===== src/design/mdvc_mul.sv =====
// Shared 32x32 unsigned multiplier with a registered product.
// Used for digit decoding and for the partial products of the 64-bit multiply.
`default_nettype none
module mdvc_mul (
   input  wire logic        clock,
   input  wire logic [31:0] mul_a,
   input  wire logic [31:0] mul_b,
   output logic      [63:0] mul_p
);

   logic [63:0] prod_ff;

   always_ff @(posedge clock) begin
      prod_ff <= 64'(mul_a) * 64'(mul_b);
   end

   assign mul_p = prod_ff;

endmodule
`default_nettype wire


===== config.mk =====
export PLATFORM = sky130hd
export DESIGN_NAME = mdvc_mul
export DESIGN_NICKNAME = d
export VERILOG_FILES = /design/src/design/mdvc_mul.sv
export SDC_FILE = /design/constraint.sdc
export NUM_CORES = 2
export LEC_CHECK = 0
export ABC_CLOCK_PERIOD_IN_PS = 11950
export BUFFER_PORTS_ARGS = -buffer_cell sky130_fd_sc_hd__buf_4
export CAP_MARGIN = 20
export CORE_MARGIN = 4
export CORE_UTILIZATION = 49
export CTS_BUF_LIST = sky130_fd_sc_hd__clkbuf_8
export DETAILED_ROUTE_END_ITERATION = 10
export GPL_ROUTABILITY_DRIVEN = 0
export PLACE_DENSITY = 0.65
export SLEW_MARGIN = 40
export SYNTH_ARGS = -nofsm -noshare
export SYNTH_HDL_FRONTEND = slang
export SYNTH_SLANG_ARGS = --single-unit

===== constraint.sdc =====
create_clock -name clock -period 11.95 [get_ports clock]
set_input_delay 3.585 -clock clock [delete_from_list [all_inputs] [get_ports clock]]
set_output_delay 3.585 -clock clock [all_outputs]
set_load 0.05 [all_outputs]

## After elaboration in Yosys (flattened, before gate mapping)

Index checks and enable logic that the tools add are counted.

- Flip-flop bits (word level): 64
- Bits of input ports: 65
- Output and inout port bits: 64
- Word-level logic and storage cells: 2

- $mul: 1

Operator list:

| cell | number |
|---|---|
| $mul 32x32->64 | 1 |

## Depth between registers and ports, before layout

- Depth after elaboration: 1
- Depth in mapped cells: 29
- Mapped depth without buffers: 27

## Worst setup path before layout

No wires, ideal clock.

- Path kind: input -> register
- Start: input port mul_a[25]
- End: register prod_ff[62], in the netlist mul_p[62]
- Library setup time: 72 ps
- Arrival: 10,266 ps
- Data required time: 11,878 ps
- Slack: 1,612 ps
- Stages on the path: 25
- Path buffers: 2
- Path through: clkbuf_1 nand2_1 fa_1 inv_1 fa_1 inv_1 fa_1 inv_1 fa_1 fa_1 fa_1 fa_1 inv_1 fa_1 inv_1 ha_1 buf_2 nand4_1 or4_1 or3_1 a31oi_1 a31o_2 a211oi_1 o21ai_1 xor2_1

- Word-level cells in the longest chain between the ends: 1

Ends and longest elaborated chain:

| item | line | RTL |
|---|---|---|
| from (decl) | 6 | `input wire logic [31:0] mul_a,` |
| $mul 32x32->64 | 14 | `prod_ff <= 64'(mul_a) * 64'(mul_b);` |
| to (signal assigned) | 14 |  |
| to (decl) | 11 | `logic [63:0] prod_ff;` |

Every way passes these cells.

## Final worst setup path

- Start: input port mul_a[10]
- End: register prod_ff[62], in the netlist mul_p[62]

Same word-level chain as after synthesis.

==> impl_results.md <==
* Max cap viols at 0
* Async set-or-reset flop fraction in the synthesized netlist at 0%
* TritonCTS clock tree: done
* Non-filler cells, final at 4,615
* Cell row count at 97
* Post-synth design cell area at 34,700 µm²
* Synthesis-stage register bit count at 64
* H-tree level count at 3
* CP Data Arrival Time at 11,130 ps
* Top layer reached by signal wires: met4
* Remaining number of nets flagged by the antenna check after routing at 0
* Worst hold path stage count at 2
* Gate Count Post-Synth at 3,748
* Max FFs per register at 64
* CP startpoint kind: input port
* Predominant post-synthesis flop cell: sky130_fd_sc_hd__dfxtp_1
* Unrepaired setup endpoints after global routing: false
* Min-delay src: mul_b[0]
* Post-route standard cell area excluding fillers at 36,200 µm²
* Wire length on met2 at 48,300 µm
* Aggregate global routing overflow at 0
* Final setup TNS at 0 ps
* Transition at the pin with the smallest max-transition slack at 735 ps
* Drt first-iter violations at 1,405
* M1 WL at 34,400 µm
* Inserted Clock Buffers at 9
* Worst path max stage delay at 570 ps
* Fin. Hold Viols at 0
* Cts hold-fix bufs at 0
* Drt wl/cell at 19.8 µm
* Number of failing setup endpoints in the final timing report at 0
* Final wirelength at 91,300 µm
* Data required time of the critical path at 12,250 ps
* Die Area at 75,100 µm²
* Initial antenna violation count at 0
* Mean Syn Cell Area at 9.25 µm²
* Max-slew violations at 0
* Via count of the first global-routing pass at 27.1k
* Critical-path cell list: buf_4 -> and2_1 -> fa_1 -> inv_1 -> fa_1 -> inv_1 -> fa_1 -> inv_1 -> fa_1 -> inv_1 -> fa_1 -> fa_1 -> fa_1 -> fa_1 -> ha_1 -> nand4_1 -> or4_1 -> or3_1 -> a31oi_1 -> a31o_2 -> a211oi_1 -> o21ai_1 -> xor2_1
* Worst Hold Endpoint: mul_p[0]$_DFF_P_
* Share of layout cells above drive strength 1 at 4.46%
* Number of ports placed on the die boundary at 129
* Outcome: finished clean
* Number of diodes added for antenna fixing at 0
* Die X at 274 µm
* Cell Count Post-Placement at 4,599
* Cell class contributing the biggest share of worst-path delay: adder cells
* Max Buffers Root-to-Sink at 2
* Number of buffers inserted to repair setup after CTS at 0
* Post-DR vias/cell at 5.30
* Detail Placement HPWL at 73,500 µm
* Final period utilization at 90.6%
* Vias at 24.4k
* Mapped Nets at 4,972
* Worst-case headroom to the max-slew limit at 50.8%
* Crit path buf inv count at 5
* Detailed-routed wire length on met3 at 3980 µm
* Area post-placement at 36,000 µm²
* CTS sink count at 64
* DRC violation count after routing at 0
* Wire length of the first global-routing pass at 148,000 µm
* Effective utilization at floorplan at 49.4%
* Kind of path behind the tightest hold check: in -> reg
* Clock root cell: sky130_fd_sc_hd__clkbuf_8
* Largest net degree at the start of global routing at 33
* Count of flip-flops with a built-in enable after synthesis at 0
* Total iterations of the first detailed-routing run at 5
* Start-to-end type of the worst setup path: in -> reg
* Clk slew on worst S/H paths at 80 ps
* CTS resizes at 0
* Post-layout min period at 10,830 ps
* Die Y-Extent at 274 µm
* Buffers on Ports at 128
* Cell type of the slowest stage on the worst timing path: sky130_fd_sc_hd__or4_1
* Post-synthesis cell type count at 57
* Cell repeated most along the worst path: sky130_fd_sc_hd__fa_1
* Post-synthesis sequential area ratio at 3.69%
* Core Region at 70,100 µm²
* Synthesis Warnings at 0
* Area growth from synthesis to layout at 4.41%
* Global-route usage over all layers at 25.4%
* Peak Freq at 92.4 MHz
* NumNets Final at 4,894
* Critical path capture point type: flop
* Maximum fanout along the worst path at 32
## Yosys cell counts (2+ instances only)
cell                       count  area share (%)
sky130_fd_sc_hd__xnor2_1      35            0.88
sky130_fd_sc_hd__fa_1        896              52
sky130_fd_sc_hd__o21ai_0      21            0.30
sky130_fd_sc_hd__nor2b_1       2           0.036
sky130_fd_sc_hd__ha_1        263             9.5
sky130_fd_sc_hd__a211oi_1      3           0.065
sky130_fd_sc_hd__a21oi_1      63            0.91
sky130_fd_sc_hd__or2_2         3           0.054
sky130_fd_sc_hd__a31oi_1      12            0.22
sky130_fd_sc_hd__nand2b_1      2           0.036
sky130_fd_sc_hd__nand2_1     480             5.2
sky130_fd_sc_hd__nor2_1       20            0.22
sky130_fd_sc_hd__or4_1         3           0.065
sky130_fd_sc_hd__o31ai_4       3            0.18
sky130_fd_sc_hd__o31ai_1       2           0.043
sky130_fd_sc_hd__and3_1       14            0.25
sky130_fd_sc_hd__and4_1        3           0.076
sky130_fd_sc_hd__a21o_1       40            0.87
sky130_fd_sc_hd__a221oi_4      3            0.23
sky130_fd_sc_hd__a221o_1       4            0.12
sky130_fd_sc_hd__buf_2         6           0.087
sky130_fd_sc_hd__and3b_1       2           0.051
sky130_fd_sc_hd__o221ai_1      3           0.076
sky130_fd_sc_hd__and2_1      602              11
sky130_fd_sc_hd__nand3_1      10            0.14
sky130_fd_sc_hd__o211ai_1      2           0.043
sky130_fd_sc_hd__a21oi_2       3           0.076
sky130_fd_sc_hd__clkbuf_1    213             2.3
sky130_fd_sc_hd__nor3_1        7            0.10
sky130_fd_sc_hd__o21ai_1       5           0.072
sky130_fd_sc_hd__o221a_2       2           0.065
sky130_fd_sc_hd__o21bai_1     10            0.22
sky130_fd_sc_hd__a311oi_1      2           0.051
sky130_fd_sc_hd__inv_1       865             9.4
sky130_fd_sc_hd__or3_1         3           0.054
sky130_fd_sc_hd__nand4_1      23            0.41
sky130_fd_sc_hd__a21boi_1      3           0.065
sky130_fd_sc_hd__xor2_1       25            0.63
sky130_fd_sc_hd__dfxtp_1      64             3.7
sky130_fd_sc_hd__o21a_1        9            0.19
## area by class of cell
class	instances	area, µm²
fill	6700	33900
multi-input combinational	2599	29300
inverter	865	3250
sequential	64	1280
tap	940	1180
timing repair buffer	131	983
clock buffer	9	124
clock inverter	7	78.8
## per-layer routing
metal	vias up	global-route usage [%]
li1	10700	-
met1	12900	30.6
met2	684	46.4
met3	203	2.70
met4	0	10.4
met5	-	0
## through the flow
| step | util (%) | setup slack (ps) | hold WS (ps) |
|---|---|---|---|
| after floorplan | - | 1610 | 3710 |
| after detailed placement | 51.3 | 779 | 4040 |
| after global routing | 51.6 | 777 | 3730 |
| final | 51.6 | 1120 | 3740 |
| after CTS | 51.6 | 1180 | 3700 |
| after global placement | 51.3 | 839 | 4040 |
## cells in the final DEF, fill, tap and decap left out, drive strengths merged, types with 23 or more instances in the layout
cell / n
xnor2: 35
a21o: 40
nand4: 23
buf: 131
fa: 896
nand2: 480
ha: 263
inv: 868
xor2: 25
o21ai: 26
and2: 602
dfxtp: 64
a21oi: 66
## worst max path at each step
stage | from | end | cells past startpoint
final | mul_a[10] | mul_p[62]$_DFF_P_ | 23
after global routing | mul_b[8] | mul_p[62]$_DFF_P_ | 24
after CTS | mul_a[10] | mul_p[62]$_DFF_P_ | 23
after detailed placement | mul_a[10] | mul_p[62]$_DFF_P_ | 23
after global placement | mul_a[10] | mul_p[62]$_DFF_P_ | 23
after floorplan | mul_a[25] | mul_p[62]$_DFF_P_ | 25
## cells by family after synthesis
family / count (synthesis) / synth area share, %
AND/OR/NAND/NOR: 1177 / 17.6
adder cells (fa/ha/maj): 1159 / 61.2
buffers and inverters: 1085 / 11.8
AO/OA/AOI/OAI: 202 / 4.15
flip-flops: 64 / 3.69
XOR/XNOR: 60 / 1.52
multiplexers: 1 / 0.0289
Power is left out: the tool's default activity adds up to more than one toggle a clock period on the data nets, which glitch-free logic cannot reach.
